--- config.mk ---
export PLATFORM = sky130hd
export DESIGN_NAME = heap_page_sbrk_allocator
export DESIGN_NICKNAME = d
export VERILOG_FILES = /design/src/hpsa_pkg.sv /design/src/hpsa_datapath.sv /design/src/hpsa_ctrl.sv /design/src/heap_page_sbrk_allocator.sv
export SDC_FILE = /design/constraint.sdc
export NUM_CORES = 2
export LEC_CHECK = 0
export BUFFER_PORTS_ARGS = -buffer_cell sky130_fd_sc_hd__buf_2
export CELL_PAD_IN_SITES_DETAIL_PLACEMENT = 1
export CELL_PAD_IN_SITES_GLOBAL_PLACEMENT = 1
export CORE_ASPECT_RATIO = 2
export CORE_MARGIN = 2
export CORE_UTILIZATION = 40
export CTS_BUF_LIST = sky130_fd_sc_hd__clkbuf_4 sky130_fd_sc_hd__clkbuf_8
export CTS_CLUSTER_DIAMETER = 200
export DETAILED_ROUTE_END_ITERATION = 12
export PLACE_DENSITY = 0.64
export SYNTH_ARGS = -nofsm -noshare
export SYNTH_HDL_FRONTEND = slang
export SYNTH_HIERARCHICAL = 1
export SYNTH_SLANG_ARGS = --single-unit
export TNS_END_PERCENT = 10
--- constraint.sdc ---
create_clock -name i_clk -period 9.86 [get_ports i_clk]
set_input_delay 0.986 -clock i_clk [delete_from_list [all_inputs] [get_ports i_clk]]
set_output_delay 0.986 -clock i_clk [all_outputs]
set_load 0.03 [all_outputs]
--- src/hpsa_pkg.sv ---
// Shared types and constants of the heap page sbrk allocator.
// No dependencies; imported by every module of the block.
package hpsa_pkg;

    localparam int HEAP_PAGES_DEF = 32;
    localparam int PROCESSES_DEF  = 8;
    localparam int PAGE_SHIFT_DEF = 22;

    localparam int PROC_FIELD_W  = 3;
    localparam int DELTA_W       = 32;
    localparam int ADDR_W        = 32;
    localparam int STATUS_W      = 2;
    localparam int IN_TDATA_W    = 40;
    localparam int OUT_TDATA_W   = 32;

    localparam logic [STATUS_W-1:0] ST_OK    = 2'd0;
    localparam logic [STATUS_W-1:0] ST_NOMEM = 2'd1;
    localparam logic [STATUS_W-1:0] ST_RANGE = 2'd2;

    localparam int                PADDR_W       = 2;
    localparam logic [PADDR_W-1:0] REG_HEAP_BASE = 2'd0;

    localparam logic CMD_SBRK    = 1'b0;
    localparam logic CMD_DESTROY = 1'b1;

    typedef enum logic [2:0] {
        S_IDLE,
        S_CALC,
        S_ROUND,
        S_DECIDE,
        S_ALLOC,
        S_REL_RD,
        S_REL_WR,
        S_FINISH
    } t_state;

    // controller -> datapath
    typedef struct packed {
        logic accept;
        logic calc;
        logic round;
        logic alloc_step;
        logic rel_read;
        logic rel_free;
        logic commit;
        logic set_range;
        logic set_nomem;
        logic load_out;
    } t_cmd;

    // datapath -> controller
    typedef struct packed {
        logic proc_bad;
        logic range_bad;
        logic destroy;
        logic grow;
        logic shrink;
        logic nomem;
        logic count_eq;
        logic out_free;
    } t_status;

endpackage

--- src/hpsa_datapath.sv ---
// Datapath of the heap page allocator: per-process heap state, page map,
// page list memory and result registers. Depends on hpsa_pkg.
module hpsa_datapath import hpsa_pkg::*; #(
    parameter int HEAP_PAGES = HEAP_PAGES_DEF,
    parameter int PROCESSES  = PROCESSES_DEF,
    parameter int PAGE_SHIFT = PAGE_SHIFT_DEF
) (
    input  logic                    i_clk,
    input  logic                    i_rst_n,
    input  t_cmd                    i_cmd,
    output t_status                 o_status,
    input  logic [ADDR_W-1:0]       i_heap_base,
    input  logic                    i_req_command,
    input  logic [PROC_FIELD_W-1:0] i_req_process,
    input  logic [DELTA_W-1:0]      i_req_delta,
    output logic                    o_out_valid,
    input  logic                    i_out_ready,
    output logic [STATUS_W-1:0]     o_out_status,
    output logic [ADDR_W-1:0]       o_out_brk
);

    localparam int HP_W      = $clog2(HEAP_PAGES);
    localparam int CNT_W     = $clog2(HEAP_PAGES + 1);
    localparam int PIDX_W    = (PROCESSES > 1) ? $clog2(PROCESSES) : 1;
    localparam int SIZE_W    = CNT_W + PAGE_SHIFT;
    localparam int MEM_DEPTH = PROCESSES << HP_W;
    localparam logic [32:0]     CAPACITY  = 33'(HEAP_PAGES) << PAGE_SHIFT;
    localparam logic [SIZE_W:0] PAGE_MASK = (SIZE_W + 1)'((1 << PAGE_SHIFT) - 1);

    logic                    r_command;
    logic [PROC_FIELD_W-1:0] r_proc;
    logic [DELTA_W-1:0]      r_delta;

    logic [SIZE_W-1:0]       r_heap_size [PROCESSES];
    logic [CNT_W-1:0]        r_page_count [PROCESSES];
    logic [HEAP_PAGES-1:0]   r_taken;
    logic [CNT_W-1:0]        r_free_cnt;

    logic [CNT_W-1:0]        r_count;
    logic [CNT_W-1:0]        r_target;
    logic [SIZE_W-1:0]       r_new_size;
    logic                    r_range_bad;
    logic [ADDR_W-1:0]       r_brk;
    logic [HP_W-1:0]         r_ptr;
    logic [HP_W-1:0]         r_rd_data;

    logic [STATUS_W-1:0]     r_res_status;
    logic [ADDR_W-1:0]       r_res_brk;
    logic                    r_out_valid;
    logic [STATUS_W-1:0]     r_out_status;
    logic [ADDR_W-1:0]       r_out_brk;

    logic [HP_W-1:0]         mem [MEM_DEPTH];

    logic                    w_proc_bad;
    logic [PIDX_W-1:0]       w_pidx;
    logic [33:0]             w_sum;
    logic [SIZE_W:0]         w_round;
    logic [CNT_W-1:0]        w_cnt_m1;
    logic                    w_ptr_free;
    logic                    w_rd_taken;

    assign w_proc_bad = 32'(r_proc) >= 32'(PROCESSES);
    assign w_pidx     = w_proc_bad ? '0 : PIDX_W'(r_proc);
    assign w_sum      = {{(34 - SIZE_W){1'b0}}, r_heap_size[w_pidx]}
                      + {{2{r_delta[DELTA_W-1]}}, r_delta};
    assign w_round    = {1'b0, r_new_size} + PAGE_MASK;
    assign w_cnt_m1   = r_count - 1'b1;
    assign w_ptr_free = (32'(r_ptr) < HEAP_PAGES) && !r_taken[r_ptr];
    assign w_rd_taken = (32'(r_rd_data) < HEAP_PAGES) && r_taken[r_rd_data];

    always_comb begin
        o_status           = '0;
        o_status.proc_bad  = w_proc_bad;
        o_status.range_bad = r_range_bad;
        o_status.destroy   = (r_command == CMD_DESTROY);
        o_status.grow      = r_target > r_count;
        o_status.shrink    = r_count > r_target;
        o_status.nomem     = r_free_cnt < (r_target - r_count);
        o_status.count_eq  = r_count == r_target;
        o_status.out_free  = !r_out_valid || i_out_ready;
    end

    // request, arithmetic and result registers
    always_ff @(posedge i_clk) begin
        if (i_cmd.accept) begin
            r_command <= i_req_command;
            r_proc    <= i_req_process;
            r_delta   <= i_req_delta;
        end
        if (i_cmd.calc) begin
            r_count     <= r_page_count[w_pidx];
            r_new_size  <= w_sum[SIZE_W-1:0];
            r_range_bad <= w_sum[33] || (w_sum[32:0] > CAPACITY);
            r_brk       <= i_heap_base + ADDR_W'(r_heap_size[w_pidx]);
        end
        if (i_cmd.round) begin
            r_target <= (r_command == CMD_DESTROY) ? '0 : w_round[SIZE_W-1:PAGE_SHIFT];
            r_ptr    <= '0;
        end
        if (i_cmd.alloc_step) begin
            r_ptr <= r_ptr + 1'b1;
            if (w_ptr_free) begin
                r_count <= r_count + 1'b1;
            end
        end
        if (i_cmd.rel_read) begin
            r_count <= w_cnt_m1;
        end
        if (i_cmd.commit) begin
            r_res_status <= ST_OK;
            r_res_brk    <= (r_command == CMD_DESTROY) ? '0 : r_brk;
        end
        if (i_cmd.set_range) begin
            r_res_status <= ST_RANGE;
            r_res_brk    <= '0;
        end
        if (i_cmd.set_nomem) begin
            r_res_status <= ST_NOMEM;
            r_res_brk    <= '0;
        end
        if (i_cmd.load_out) begin
            r_out_status <= r_res_status;
            r_out_brk    <= r_res_brk;
        end
    end

    // page list memory: one write, one registered read
    always_ff @(posedge i_clk) begin
        if (i_cmd.alloc_step && w_ptr_free) begin
            mem[{w_pidx, r_count[HP_W-1:0]}] <= r_ptr;
        end
        if (i_cmd.rel_read) begin
            r_rd_data <= mem[{w_pidx, w_cnt_m1[HP_W-1:0]}];
        end
    end

    // stored heap state
    always_ff @(posedge i_clk) begin
        if (!i_rst_n) begin
            r_taken     <= '0;
            r_free_cnt  <= CNT_W'(HEAP_PAGES);
            r_out_valid <= 1'b0;
            for (int i = 0; i < PROCESSES; i++) begin
                r_heap_size[i]  <= '0;
                r_page_count[i] <= '0;
            end
        end else begin
            if (i_cmd.alloc_step && w_ptr_free) begin
                r_taken[r_ptr] <= 1'b1;
                r_free_cnt     <= r_free_cnt - 1'b1;
            end
            if (i_cmd.rel_free && w_rd_taken) begin
                r_taken[r_rd_data] <= 1'b0;
                r_free_cnt         <= r_free_cnt + 1'b1;
            end
            if (i_cmd.commit) begin
                r_page_count[w_pidx] <= r_count;
                r_heap_size[w_pidx]  <= (r_command == CMD_DESTROY) ? '0 : r_new_size;
            end
            if (i_cmd.load_out) begin
                r_out_valid <= 1'b1;
            end else if (i_out_ready) begin
                r_out_valid <= 1'b0;
            end
        end
    end

    assign o_out_valid  = r_out_valid;
    assign o_out_status = r_out_status;
    assign o_out_brk    = r_out_brk;

endmodule

--- src/hpsa_ctrl.sv ---
// Controller state machine of the heap page allocator.
// Depends on hpsa_pkg; drives hpsa_datapath through t_cmd.
module hpsa_ctrl import hpsa_pkg::*; (
    input  logic    i_clk,
    input  logic    i_rst_n,
    input  logic    i_req_valid,
    output logic    o_req_ready,
    input  t_status i_status,
    output t_cmd    o_cmd
);

    t_state r_state;
    t_state n_state;

    always_ff @(posedge i_clk) begin
        if (!i_rst_n) begin
            r_state <= S_IDLE;
        end else begin
            r_state <= n_state;
        end
    end

    always_comb begin
        n_state     = r_state;
        o_cmd       = '0;
        o_req_ready = 1'b0;
        case (r_state)
            S_IDLE: begin
                o_req_ready = 1'b1;
                if (i_req_valid) begin
                    o_cmd.accept = 1'b1;
                    n_state      = S_CALC;
                end
            end
            S_CALC: begin
                o_cmd.calc = 1'b1;
                n_state    = S_ROUND;
            end
            S_ROUND: begin
                o_cmd.round = 1'b1;
                n_state     = S_DECIDE;
            end
            S_DECIDE: begin
                if (i_status.proc_bad || (!i_status.destroy && i_status.range_bad)) begin
                    o_cmd.set_range = 1'b1;
                    n_state         = S_FINISH;
                end else if (i_status.grow && i_status.nomem) begin
                    o_cmd.set_nomem = 1'b1;
                    n_state         = S_FINISH;
                end else if (i_status.grow) begin
                    n_state = S_ALLOC;
                end else if (i_status.shrink) begin
                    n_state = S_REL_RD;
                end else begin
                    o_cmd.commit = 1'b1;
                    n_state      = S_FINISH;
                end
            end
            S_ALLOC: begin
                // scan upward, taking free pages until the target is met
                if (i_status.count_eq) begin
                    o_cmd.commit = 1'b1;
                    n_state      = S_FINISH;
                end else begin
                    o_cmd.alloc_step = 1'b1;
                end
            end
            S_REL_RD: begin
                if (i_status.count_eq) begin
                    o_cmd.commit = 1'b1;
                    n_state      = S_FINISH;
                end else begin
                    o_cmd.rel_read = 1'b1;
                    n_state        = S_REL_WR;
                end
            end
            S_REL_WR: begin
                o_cmd.rel_free = 1'b1;
                n_state        = S_REL_RD;
            end
            S_FINISH: begin
                // hold until the output register can take the result
                if (i_status.out_free) begin
                    o_cmd.load_out = 1'b1;
                    n_state        = S_IDLE;
                end
            end
            default: begin
                n_state = S_IDLE;
            end
        endcase
    end

endmodule

--- src/heap_page_sbrk_allocator.sv ---
// Top level of the heap page sbrk allocator: stream ports, APB register,
// controller and datapath. Depends on hpsa_pkg, hpsa_ctrl, hpsa_datapath.
//
//  port group   dir  contents
//  i_s_*        in   request: tuser = command, tdata = process_index, delta
//  o_m_*        out  result:  tuser = status,  tdata = previous_break
//  APB          in   heap_base_address at byte address 0
//
// One request at a time; a request passes through CALC, ROUND and DECIDE, then
// its page walk and a step to close the walk: a scan of pages upward when
// growing (up to HEAP_PAGES), and a page list memory read, then a map update,
// for each page released when shrinking or destroying.
// Synchronous active-low reset clears the page map and all heap sizes and
// counts at once; the page list memory is not cleared.
// A stalled result waits in the output register; the next request is taken
// once the result has moved there.
module heap_page_sbrk_allocator import hpsa_pkg::*; #(
    parameter int HEAP_PAGES = HEAP_PAGES_DEF,
    parameter int PROCESSES  = PROCESSES_DEF,
    parameter int PAGE_SHIFT = PAGE_SHIFT_DEF
) (
    input  logic                   i_clk,
    input  logic                   i_rst_n,
    input  logic                   i_s_tvalid,
    output logic                   o_s_tready,
    input  logic [IN_TDATA_W-1:0]  i_s_tdata,   // [2:0] process_index, [34:3] delta
    input  logic                   i_s_tuser,   // [0] command
    output logic                   o_m_tvalid,
    input  logic                   i_m_tready,
    output logic [OUT_TDATA_W-1:0] o_m_tdata,   // [31:0] previous_break
    output logic [STATUS_W-1:0]    o_m_tuser,   // [1:0] status
    input  logic                   psel,
    input  logic                   penable,
    input  logic                   pwrite,
    input  logic [PADDR_W-1:0]     paddr,
    input  logic [31:0]            pwdata,
    output logic [31:0]            prdata,
    output logic                   pready
);

    logic [ADDR_W-1:0] r_heap_base;
    t_cmd              w_cmd;
    t_status           w_status;

    assign pready = 1'b1;
    assign prdata = (paddr == REG_HEAP_BASE) ? r_heap_base : '0;

    always_ff @(posedge i_clk) begin
        if (!i_rst_n) begin
            r_heap_base <= '0;
        end else if (psel && penable && pwrite && pready && (paddr == REG_HEAP_BASE)) begin
            r_heap_base <= pwdata;
        end
    end

    hpsa_ctrl u_ctrl (
        .i_clk       (i_clk),
        .i_rst_n     (i_rst_n),
        .i_req_valid (i_s_tvalid),
        .o_req_ready (o_s_tready),
        .i_status    (w_status),
        .o_cmd       (w_cmd)
    );

    hpsa_datapath #(
        .HEAP_PAGES (HEAP_PAGES),
        .PROCESSES  (PROCESSES),
        .PAGE_SHIFT (PAGE_SHIFT)
    ) u_datapath (
        .i_clk         (i_clk),
        .i_rst_n       (i_rst_n),
        .i_cmd         (w_cmd),
        .o_status      (w_status),
        .i_heap_base   (r_heap_base),
        .i_req_command (i_s_tuser),
        .i_req_process (i_s_tdata[PROC_FIELD_W-1:0]),
        .i_req_delta   (i_s_tdata[PROC_FIELD_W +: DELTA_W]),
        .o_out_valid   (o_m_tvalid),
        .i_out_ready   (i_m_tready),
        .o_out_status  (o_m_tuser),
        .o_out_brk     (o_m_tdata)
    );

endmodule

==> qor.yml <==
grt_pass1_wl_mm: 297
largest_reg_flops: 1280
hold_viol: 0
arrival_ns: 7.09
period_minus_slack_ns: 6.49
grt_pass1_vias: 43811
areaGrowthSynthToFinish_pct: 11.2
portBuffers: 144
synth_top_area_frac: 0.677
r2r-end: "u_datapath/r_range_bad"
drt_wl_total_mm: 201
finalCritPeriodShare: 0.658
die-area_um2: 192000
setup-tns-final_ns: 0
die_y_um: 618
place.gp.congestion: 0.832
htreeDepth: 4
vias: 39359
rsz0062_at_grt: "false"
cts.sinks: 1816
core_um2: 187000
holdPathEnd: "u_datapath/r_delta[1]"
cts_tree: "yes"
antenna_found_initial: 3
die_w_um: 311
place_area_um2: 78800
yosys_warnings: 6
cts_hold_buf: 0
leakage_uw: 0.0273
finalClockSkew_ns: 0.112
synth-edff-count: 1699
reg2reg_depth: 14
num_rows: 225
nets: 4624
vias_per_cell: 5.50
drc: 0
end_kind: "flop"
grt_use_total: 0.210
avgSynthCellArea_um2: 17.7
postSynthNetCount: 4431
routedWlPerCell_um: 28.1
post_cts_buffers: 0
postSynthCellCount: 4265
maxCapViolCount: 0
drtPass1Iterations: 5
ys_seq_area_frac: 0.708
insertion_delay_ns: 0.97
holdCritStartpoint: "i_s_tdata[4]"
setup_viol: 0
design_area_um2: 83800
worst-setup-path-type: "flop to flop"
cp_max_fo: 41
numCtsBuffers: 243
globalRoute.totalOverflow: 0
ir_drop_mv: 0.425
status: "completed"
antenna_left: 0
pre_cts_ws_ns: 3.32
cts_resized: 0
cp.required_ns: 10.46
whs_path_depth: 1
clockBufferDepth: 4
slew_headroom: 0.193
critPathLaunchType: "flop"
synth_area_leader_cell: "edfxtp_1"
n_fill_cell: 17943
grt_max_degree: 193
start_util: 0.402
clk_pin_slew_ns: 0.07
ys_types: 75
fmax_mhz: 154
hp-class: "input pin to flop"
cts_root_buffer: "clkbuf_8"
synth.top_cells.by_area: "edfxtp_1 (68%), mux4_2 (15%), nor2_1 (3.3%)"
reg2reg_slack_ns: 3.37
synth_ff_type: "edfxtp_1"
synth-async-reset-ratio: 0
setup_ws_ns: 3.37
drt_iter0_drc: 2344
worst_pin_slew_ns: 1.21
syn_area_um2: 75400
hpwl_mm: 130
ys_ff_latch: 1816
pin_count: 151
drv_slew: 0
powerDensity_nw_per_um2: 292
drive_gt1_frac: 0.256
logic make-up (layout without fill, tap and decap cells):
family,Yosys count,in the layout,share of synthesized area
buffers and inverters,314,704,0.0177
adder cells (fa/ha/maj),84,84,0.0143
multiplexers,585,585,0.163
flip-flops,1816,1816,0.708
AND/OR/NAND/NOR,1061,1061,0.0609
XOR/XNOR,72,72,0.00837
other,2,4,0.0000996
AO/OA/AOI/OAI,331,331,0.0281
final cells by class:
type | count | area (um^2) | area share
flip-flops and latches | 1816 | 53400 | 0.637
multi-input cells | 2135 | 20800 | 0.248
clock buffers | 311 | 3930 | 0.0469
well taps | 2497 | 3120 | 0.0373
repair buffers | 221 | 1360 | 0.0163
clock inverters | 131 | 1090 | 0.0130
inverters | 41 | 154 | 0.00184
diodes | 2 | 5.00 | 0.0000597
cell usage after synthesis, types with 5 or more instances:
library cell,number
a211oi_1,10
a21boi_0,6
a21o_1,42
a21oi_1,96
a22oi_1,32
a31oi_1,10
and2_1,53
and3_1,14
buf_1,27
buf_2,35
buf_4,6
clkbuf_1,198
dfxtp_1,117
edfxtp_1,1699
ha_1,80
inv_1,39
mux2_2,30
mux2i_1,46
mux4_2,509
nand2_1,168
nand2b_1,45
nand3_1,33
nand3b_1,5
nand4_1,6
nor2_1,653
nor2b_1,13
nor3_1,19
nor4_1,9
o211ai_1,5
o21a_1,6
o21ai_0,67
o21ai_1,11
o21bai_1,5
o31ai_1,5
or2_1,6
or3_1,8
xnor2_1,52
xor2_1,20
layout by cell type, fill, tap and decap left out, types with 10 or more instances in the layout:
master and instances:
buf_2 143, a211oi_1 10, dfxtp_1 113, and3_1 14, inv_1 39, clkinv_2 54
edfxtp_1 1699, buf_4 73, nand2_1 160, o21ai_0 67, nand2b_1 45, ha_1 79
mux4_2 509, clkinv_1 48, and2_1 53, a21o_1 42, bufinv_16 18, xnor2_1 49
clkbuf_8 255, mux2i_1 46, nor2_1 650, nor2b_1 13, nor3_1 18, a22oi_1 32
clkbuf_4 56, o21ai_1 11, a31oi_1 10, a21oi_1 96, xor2_1 20, nand3_1 33
mux2_2 30
layer usage:
metal / part of all wire / wire [um] / global-route usage
met1: 0.33 / 67000 / 0.210
met2: 0.58 / 117000 / 0.423
met3: 0.036 / 7230 / 0.0250
met4: 0.051 / 10300 / 0.0982
met5: 0 / 0 / 0
worst max-delay path by stage:
stage                   startpoint                endpoint
5_1_grt                       flop  u_datapath/r_range_bad
3_5_place_dp                  flop  u_datapath/r_range_bad
3_3_place_gp                  flop  u_datapath/r_range_bad
2_1_floorplan  u_datapath/r_ptr[0]  u_datapath/mem[124][0]
4_1_cts                       flop  u_datapath/r_range_bad
6_report                      flop  u_datapath/r_range_bad
power by group:
part | total, uW | switching, uW | internal [uW]
Sequential | 9650 | 310 | 9340
Clock | 5950 | 2860 | 3090
Combinational | 8870 | 5150 | 3720
Total | 24500 | 8320 | 16100
worst max-delay path: stages, from the launching register on:
cell and delay [ns]:
dfxtp_4 0.93, buf_4 0.63, mux4_2 0.59, mux2_2 0.32, ha_1 0.41, a21o_1 0.22
a21o_1 0.20, a2111oi_0 0.85, o2111ai_1 0.48, o221a_2 0.29, a311oi_1 0.38, o21bai_1 0.12
xor2_1 0.17, o41ai_2 0.44, o21ai_1 0.12
through the flow:
step	power, uW	util	hold WS, ns	std cells
2_1_floorplan	15700	-	0.409	4265
3_3_place_gp	18700	0.420	0.414	6710
3_5_place_dp	18800	0.420	0.418	6710
4_1_cts	24800	0.447	0.147	7152
5_1_grt	25400	0.447	0.190	7153
6_report	24500	0.447	0.232	7154
No activity file was read; power rests on OpenSTA's default activity.
